**src/rtl/core/mq_arithmetic_bit_decoder_defines.svh**
```systemverilog
// Assertion macros shared by the decoder RTL.
`ifndef MQ_ARITHMETIC_BIT_DECODER_DEFINES_SVH
`define MQ_ARITHMETIC_BIT_DECODER_DEFINES_SVH
`ifndef ASSERT_OFF
`define MQD_ASSERT(name, prop) \
  name: assert property (@(posedge clk_i) disable iff (!rst_ni) prop) \
    else $error("mqd assertion failed");
`define MQD_ASSERT_IMP(name, ante, cons) \
  `MQD_ASSERT(name, (ante) |-> (cons))
`else
`define MQD_ASSERT(name, prop)
`define MQD_ASSERT_IMP(name, ante, cons)
`endif
`endif

```
**src/rtl/core/mqd_pkg.sv**
```systemverilog
`default_nettype none
package mqd_pkg;
  localparam int CONTEXT_BITS = 16;
  localparam int FIFO_DEPTH   = 8;
  localparam int PTR_W        = (FIFO_DEPTH > 1) ? $clog2(FIFO_DEPTH) : 1;
  localparam int CNT_W        = $clog2(FIFO_DEPTH + 1);
  localparam int CTX_W        = 7;
  localparam int QE_LAST      = 46;

  typedef enum logic [1:0] {
    CMD_PUSH  = 2'd0,
    CMD_START = 2'd1,
    CMD_DEC   = 2'd2,
    CMD_CLEAR = 2'd3
  } cmd_e;

  typedef struct packed {
    logic [1:0]  cmd;
    logic [7:0]  data_byte;
    logic        final_byte;
    logic [15:0] context_index;
  } in_t;

  typedef struct packed {
    logic       decoded_bit;
    logic       complete;
    logic       underflow;
    logic [3:0] buffer_level;
  } out_t;

  typedef enum logic [2:0] {
    S_CLEAR, S_IDLE, S_START, S_START_BI, S_START_END, S_DECIDE, S_RENORM, S_FINISH
  } state_e;

  typedef enum logic [2:0] {
    OP_NONE, OP_START, OP_BYTEIN, OP_START_END, OP_DECIDE, OP_RENORM, OP_CLEAR
  } dp_op_e;

  typedef struct packed {
    logic   accept;
    dp_op_e op;
    logic   out_load;
  } ctrl_t;

  typedef struct packed {
    logic fast_mps;
    logic renorm_last;
    logic clr_last;
    logic out_free;
  } status_t;

  typedef struct packed {
    logic [15:0] qe;
    logic [5:0]  nmps;
    logic [5:0]  nlps;
    logic        sw;
  } qe_row_t;

  function automatic qe_row_t qe_lookup(input logic [5:0] st);
    qe_row_t r;
    case (st)
      6'd0:  r = '{16'h5601, 6'd1, 6'd1, 1'b1};
      6'd1:  r = '{16'h3401, 6'd2, 6'd6, 1'b0};
      6'd2:  r = '{16'h1801, 6'd3, 6'd9, 1'b0};
      6'd3:  r = '{16'h0AC1, 6'd4, 6'd12, 1'b0};
      6'd4:  r = '{16'h0521, 6'd5, 6'd29, 1'b0};
      6'd5:  r = '{16'h0221, 6'd38, 6'd33, 1'b0};
      6'd6:  r = '{16'h5601, 6'd7, 6'd6, 1'b1};
      6'd7:  r = '{16'h5401, 6'd8, 6'd14, 1'b0};
      6'd8:  r = '{16'h4801, 6'd9, 6'd14, 1'b0};
      6'd9:  r = '{16'h3801, 6'd10, 6'd14, 1'b0};
      6'd10: r = '{16'h3001, 6'd11, 6'd17, 1'b0};
      6'd11: r = '{16'h2401, 6'd12, 6'd18, 1'b0};
      6'd12: r = '{16'h1C01, 6'd13, 6'd20, 1'b0};
      6'd13: r = '{16'h1601, 6'd29, 6'd21, 1'b0};
      6'd14: r = '{16'h5601, 6'd15, 6'd14, 1'b1};
      6'd15: r = '{16'h5401, 6'd16, 6'd14, 1'b0};
      6'd16: r = '{16'h5101, 6'd17, 6'd15, 1'b0};
      6'd17: r = '{16'h4801, 6'd18, 6'd16, 1'b0};
      6'd18: r = '{16'h3801, 6'd19, 6'd17, 1'b0};
      6'd19: r = '{16'h3401, 6'd20, 6'd18, 1'b0};
      6'd20: r = '{16'h3001, 6'd21, 6'd19, 1'b0};
      6'd21: r = '{16'h2801, 6'd22, 6'd19, 1'b0};
      6'd22: r = '{16'h2401, 6'd23, 6'd20, 1'b0};
      6'd23: r = '{16'h2201, 6'd24, 6'd21, 1'b0};
      6'd24: r = '{16'h1C01, 6'd25, 6'd22, 1'b0};
      6'd25: r = '{16'h1801, 6'd26, 6'd23, 1'b0};
      6'd26: r = '{16'h1601, 6'd27, 6'd24, 1'b0};
      6'd27: r = '{16'h1401, 6'd28, 6'd25, 1'b0};
      6'd28: r = '{16'h1201, 6'd29, 6'd26, 1'b0};
      6'd29: r = '{16'h1101, 6'd30, 6'd27, 1'b0};
      6'd30: r = '{16'h0AC1, 6'd31, 6'd28, 1'b0};
      6'd31: r = '{16'h09C1, 6'd32, 6'd29, 1'b0};
      6'd32: r = '{16'h08A1, 6'd33, 6'd30, 1'b0};
      6'd33: r = '{16'h0521, 6'd34, 6'd31, 1'b0};
      6'd34: r = '{16'h0441, 6'd35, 6'd32, 1'b0};
      6'd35: r = '{16'h02A1, 6'd36, 6'd33, 1'b0};
      6'd36: r = '{16'h0221, 6'd37, 6'd34, 1'b0};
      6'd37: r = '{16'h0141, 6'd38, 6'd35, 1'b0};
      6'd38: r = '{16'h0111, 6'd39, 6'd36, 1'b0};
      6'd39: r = '{16'h0085, 6'd40, 6'd37, 1'b0};
      6'd40: r = '{16'h0049, 6'd41, 6'd38, 1'b0};
      6'd41: r = '{16'h0025, 6'd42, 6'd39, 1'b0};
      6'd42: r = '{16'h0015, 6'd43, 6'd40, 1'b0};
      6'd43: r = '{16'h0009, 6'd44, 6'd41, 1'b0};
      6'd44: r = '{16'h0005, 6'd45, 6'd42, 1'b0};
      6'd45: r = '{16'h0001, 6'd45, 6'd43, 1'b0};
      default: r = '{16'h5601, 6'd46, 6'd46, 1'b0};
    endcase
    return r;
  endfunction
endpackage
`default_nettype wire

```
**src/rtl/core/mqd_ctrl.sv**
```systemverilog
`default_nettype none
`include "mq_arithmetic_bit_decoder_defines.svh"
module mqd_ctrl (
  input  wire logic            clk_i,
  input  wire logic            rst_ni,
  input  wire logic            in_valid_i,
  input  wire logic [1:0]      in_cmd_i,
  output logic                 in_stall_o,
  input  wire mqd_pkg::status_t status_i,
  output mqd_pkg::ctrl_t        ctrl_o
);
  import mqd_pkg::*;

  state_e state_q, state_d;
  logic   clr_cmd_q, clr_cmd_d;
  logic   accept;

  assign in_stall_o = (state_q != S_IDLE);
  assign accept     = in_valid_i && (state_q == S_IDLE);

  always_comb begin
    state_d   = state_q;
    clr_cmd_d = clr_cmd_q;
    case (state_q)
      S_CLEAR: begin
        if (status_i.clr_last) begin
          state_d = clr_cmd_q ? S_FINISH : S_IDLE;
        end
      end
      S_IDLE: begin
        if (accept) begin
          case (cmd_e'(in_cmd_i))
            CMD_PUSH:  state_d = S_FINISH;
            CMD_START: state_d = S_START;
            CMD_DEC:   state_d = S_DECIDE;
            default: begin
              state_d   = S_CLEAR;
              clr_cmd_d = 1'b1;
            end
          endcase
        end
      end
      S_START:     state_d = S_START_BI;
      S_START_BI:  state_d = S_START_END;
      S_START_END: state_d = S_FINISH;
      S_DECIDE:    state_d = status_i.fast_mps ? S_FINISH : S_RENORM;
      S_RENORM: begin
        if (status_i.renorm_last) begin
          state_d = S_FINISH;
        end
      end
      S_FINISH: begin
        if (status_i.out_free) begin
          state_d   = S_IDLE;
          clr_cmd_d = 1'b0;
        end
      end
      default: state_d = S_IDLE;
    endcase
  end

  always_comb begin
    ctrl_o.accept   = accept;
    ctrl_o.op       = OP_NONE;
    ctrl_o.out_load = 1'b0;
    case (state_q)
      S_CLEAR:     ctrl_o.op = OP_CLEAR;
      S_START:     ctrl_o.op = OP_START;
      S_START_BI:  ctrl_o.op = OP_BYTEIN;
      S_START_END: ctrl_o.op = OP_START_END;
      S_DECIDE:    ctrl_o.op = OP_DECIDE;
      S_RENORM:    ctrl_o.op = OP_RENORM;
      S_FINISH:    ctrl_o.out_load = status_i.out_free;
      default:     ctrl_o.op = OP_NONE;
    endcase
  end

  always_ff @(posedge clk_i or negedge rst_ni) begin
    if (!rst_ni) begin
      state_q   <= S_CLEAR;
      clr_cmd_q <= 1'b0;
    end else begin
      state_q   <= state_d;
      clr_cmd_q <= clr_cmd_d;
    end
  end

  `MQD_ASSERT(a_accept_leaves_idle, accept |=> (state_q != S_IDLE))
  `MQD_ASSERT_IMP(a_renorm_from_decide, (state_q == S_RENORM) && !$past(state_q == S_RENORM),
                  $past(state_q == S_DECIDE))
  `MQD_ASSERT_IMP(a_idle_no_clear_cmd, state_q == S_IDLE, !clr_cmd_q)
endmodule
`default_nettype wire

```
**config.mk**
```make
export PLATFORM = sky130hd
export DESIGN_NAME = mqd_ctrl
export DESIGN_NICKNAME = d
export VERILOG_FILES = /design/src/rtl/core/mqd_pkg.sv /design/src/rtl/core/mqd_ctrl.sv
export VERILOG_INCLUDE_DIRS = /design/src /design/src/rtl/core
export SDC_FILE = /design/constraint.sdc
export NUM_CORES = 1
export LEC_CHECK = 0
export BUFFER_PORTS_ARGS = -buffer_cell sky130_fd_sc_hd__buf_2
export CORE_AREA = 2 2 39 41
export CTS_CLUSTER_SIZE = 14
export DETAILED_ROUTE_END_ITERATION = 12
export DIE_AREA = 0 0 41 43
export HOLD_SLACK_MARGIN = 0.1
export PLACE_DENSITY = 0.56
export SYNTH_ARGS = -nofsm -noshare
export SYNTH_HDL_FRONTEND = slang
export SYNTH_SLANG_ARGS = --single-unit
export TNS_END_PERCENT = 1
```
**constraint.sdc**
```tcl
create_clock -name clk_i -period 1.6 [get_ports clk_i]
set_input_delay 0.08 -clock clk_i [delete_from_list [all_inputs] [get_ports clk_i]]
set_output_delay 0.08 -clock clk_i [all_outputs]
set_load 0.005 [all_outputs]
```
After elaboration in Yosys (flattened, before gate mapping)
Index checks and enable logic that the tools add are counted.
Storage, ports and cells
  bits in registers: 4
  bits of input ports: 9
  output and inout port bits: 6
  word-level logic and storage cells: 38
Operators by class
  reductions and logical operators: 7
  eq/ne operators: 15
  multiplexer cells: 14
Operators with widths (count)
  $pmux 3 s8: 1
  $pmux 3 s6: 1
  $mux 3: 5
  $eq 3x3->1 const B: 4
  $ne 2x2->1 const B: 5
  $pmux 3 s3: 1
  $reduce_and 4->1: 2
  $eq 3x2->1 const B: 2
  $mux 1: 5
  $eq 3x1->1 const B: 1
  $logic_not 3->1: 1
  $ne 3x1->1 const B: 1
  $reduce_or 3->1: 1
  $eq 2x1->1 const B: 1
  $eq 2x2->1 const B: 1
  $logic_not 2->1: 1
  $pmux 1 s2: 1
  $reduce_bool 2->1: 1
  $logic_and 1x1->1: 1

Longest topological paths before layout
  depth after elaboration: 5
  gate-level depth with buffers: 4

Worst setup path before layout
Ideal clock, no wire load.
  path type: register to register
  start: register state_q[1]
  end: register state_q[1]
  buffers on the path: 1
  clock period less this slack: 1.019 ns
  cell stages (with the launch flop): 5
  path slack: 0.581 ns
  arrival: 0.895 ns
  library setup time: 0.124 ns
  required time: 1.476 ns
  path through: dfrtp_1 -> buf_6 -> a21oi_1 -> nor2_1 -> o31a_1
On the way
  cells in the longest elaborated chain, start to end: 4
  elaborated cells on any way between the ends: 15
  classes of those cells: eq/ne: 11; mux: 1; reduce/logical: 3
Ends and longest elaborated chain
  from (decl): RTL line mqd_ctrl.sv:14  | state_e state_q, state_d;
  from (signal assigned): RTL line mqd_ctrl.sv:83  | state_q <= state_d;
  $eq 3x1->1: RTL line mqd_ctrl.sv:19, mqd_ctrl.sv:24
  $logic_and 1x1->1: RTL line mqd_ctrl.sv:19  | assign accept = in_valid_i && (state_q == S_IDLE);
  $ne 2x2->1 (no line)
  $reduce_and 4->1 (no line)
Parallel ways exist; a longest one is shown, timed or not.
A chain may end at the register's enable or synchronous reset.

==> summary.md <==
| Metric | Value |
|---|---|
| Total die area | `1760 µm²` |
| CP cell instances | `or3_1 -> o21ai_0 -> buf_2` |
| WHS Path Cells | `3` |
| CTS hold repair buffers | `1` |
| WP buf/inv | `1` |
| Number of global-route vias before repair | `roughly 300` |
| H-tree depth | `1` |
| Total Wirelength | `752 µm` |
| FMAX | `697 MHz` |
| TritonCTS clock tree | `done` |
| Slowest CP cell | `dfrtp_1` |
| Part of the cycle the worst path needs | `89.7%` |
| Overflow after GRT | `0` |
| DR top layer | `met4` |
| Met1 WL | `about 330 µm` |
| Clock-pin transition on the worst setup and hold timing paths | `40 ps` |
| Layout cells sized above 1 | `35.3%` |
| Syn_nets | `46` |
| Largest net degree at the start of global routing | `15` |
| Fin crit period | `1430 ps` |
| Number of I/O pins | `15` |
| Setup-failing EPs final | `0` |
| Clk Latency, worst-skew pair | `240 ps` |
| Clock root cell | `clkbuf_4` |
| Register area share after synthesis | `32.3%` |
| Tot GR Track Use | `about a tenth` |
| Pre-CTS WS | `417 ps` |
| Synth top area share | `32.3%` |
| Syn avg cell area | `about 8.4 µm²` |
| Largest stage delay on the critical path | `between 500 and 600 ps` |
| Max-slew violations | `0` |
| Final WS setup | `~170 ps` |
| Max capacitance violation total | `0` |
| Post-CTS Setup Bufs | `0` |
| DR WL met2 | `355 µm` |
| Drt pass-1 iters | `4` |
| Vias | `336` |
| Wire per inst | `11.2 µm` |
| Leakage | `0.185 nW` |
| Final hold vios | `0` |
| # port buffers | `14` |
| Clock Sinks | `4` |
| WHS | `137 ps` |
| 1st-iter DRT viols | `13` |
| GPL Wtd Cong | `0.762` |
| Worst Reg-to-Reg Cells | `3` |
| Launching element type of the critical path | `register` |
| Hold Crit Class | `input pin to register` |
| # DRC | `0` |
| Worst path arrival time | `1350 ps` |
| Initial Utilization | `between 20% and 30%` |
| Number of synthesized register bits | `4` |
| ANT cells | `0` |
| First-pass GRT wire length | `1150 µm` |
| Power Density | `approximately 1900 nW/µm²` |
| TNS Setup | `0 ps` |
| CP top delay family | `flip-flops` |
| Layout Nets | `62` |
| Req. time, crit path | `1520 ps` |
| Crit path depth | `3` |
| Crit path max fanout | `14` |
| Slew @ Worst Pin | `409 ps` |
| Largest area contributor in the synthesized netlist | `dfrtp_1` |
| Mapped cell area | `310 µm²` |
| Kind of critical path | `register to output port` |
| Placed Instance Area | `roughly 360 µm²` |
| Core Region | `1380 µm²` |
| Vias per std cell | `around 5` |
| Die width | `41 µm` |
| Netlist cell types | `21` |
| Synth area leaders | `dfrtp_1, buf_6, nand3_1` |
| Ys Warns | `0` |
| Worst vdd ir | `424 µV` |
| Post-Layout Inst Area | `395 µm²` |
| Chip Height | `43 µm` |
| Relative slew slack | `72.7%` |
| Antenna viol nets, final | `0` |
| Status | `finished clean` |
| Met3 WL | `41 µm` |
| Fillcell total | `148` |
| CP endpoint kind | `output port` |
| Area grow syn2layout | `27.4%` |
| CTS Buffer Depth | `2` |
| DP HPWL | `548 µm` |
| Rows | `14` |
| # resized after CTS | `0` |
| RSZ-0062 raised after global routing | `false` |
| Initial antenna violation count | `0` |
| Syn Inst Count | `37` |
| Num CTS Buffers | `3` |
| Final Skew | `5.13 ps` |
==> placed cells by master, fill, tap and decap left out <==
master,instances
clkbuf_4,3
o311ai_1,1
or3_1,1
inv_1,1
a21oi_1,3
o31a_1,1
o31ai_1,1
nor3_1,2
nor2b_1,1
and4bb_1,1
o21ai_1,1
dfrtp_1,4
nor4bb_1,1
inv_2,1
xnor2_1,1
a31oi_1,2
buf_2,14
o21ai_0,2
nand3_1,4
dlygate4sd3_1,1
o32ai_1,1
nor2_1,4
==> through the flow <==
step	total power, mW	util (%)	std cells
floorplan	0.556	-	37
global placement	0.614	26.2	63
detailed placement	0.616	26.2	63
CTS	0.753	28.6	67
global route	0.818	28.6	67
finish	0.749	28.6	67
==> power by group <==
part           switching (mW)  internal (mW)  total (mW)
combinational           0.156          0.185       0.341
sequential              0.129          0.147       0.276
clock                  0.0477         0.0843       0.132
total                   0.332          0.416       0.749
==> synth_stat cells <==
cell type,number
a21oi_1,3
nor2_1,4
nor2b_1,1
inv_1,1
a31oi_1,2
o32ai_1,1
buf_4,2
o31a_1,1
nor4bb_1,1
inv_2,1
nand3_1,4
buf_6,2
or3_1,1
xnor2_1,1
and4bb_1,1
dfrtp_1,4
o21ai_0,2
nor3_1,2
o21ai_1,1
o311ai_1,1
o31ai_1,1
==> area by class of cell <==
cell class / instances / area (µm²) / share of cell area (%)
clock buffers: 3 / 22.5 / 5.70
repair buffers: 15 / 80.1 / 20.3
flip-flops and latches: 4 / 100 / 25.3
inverters: 2 / 7.51 / 1.90
multi-input cells: 27 / 165 / 41.8
well taps: 16 / 20.0 / 5.06
==> state kept, by name (all words and copies together) (netlist names) <==
register   cells
clr_cmd_q      1
state_q        3
==> worst register-to-register path, stage by stage, from the launching register on <==
cell      delay, ps
dfrtp_1         580
and4bb_1        280
a31oi_1         180
nor2_1           60
==> kinds of logic (layout without fill, tap and decap cells) <==
family | Yosys count | count (layout) | share of synthesized area (%)
buffers and inverters | 6 | 20 | 14.5
xor gates and xnor gates | 1 | 1 | 2.82
AOI/OAI and AO/OA | 12 | 12 | 24.6
DFF | 4 | 4 | 32.3
and+or+nand+nor | 14 | 14 | 25.8
==> path summary, 6_finish.rpt <==
kind                                          endpoint  slack [ps]              startpoint
worst max-delay path                         ctrl_o[3]         170  state_q[0]$_DFFE_PN0P_
worst min-delay path             clr_cmd_q$_DFFE_PN0P_         140             in_cmd_i[0]
worst max register to register   clr_cmd_q$_DFFE_PN0P_         390  state_q[1]$_DFFE_PN0P_
worst min register to register   clr_cmd_q$_DFFE_PN0P_         550   clr_cmd_q$_DFFE_PN0P_
max in group asynchronous       state_q[1]$_DFFE_PN0P_        1300                  rst_ni
min in group asynchronous       state_q[2]$_DFFE_PN0P_         170                  rst_ni
==> routing by layer <==
layer,track usage [%],vias to the layer above
li1,-,165
met1,12.3,156
met2,13.1,13
met3,3.14,2
met4,12.0,0
met5,0,-
Note: power is estimated with default switching activity, not from simulation.
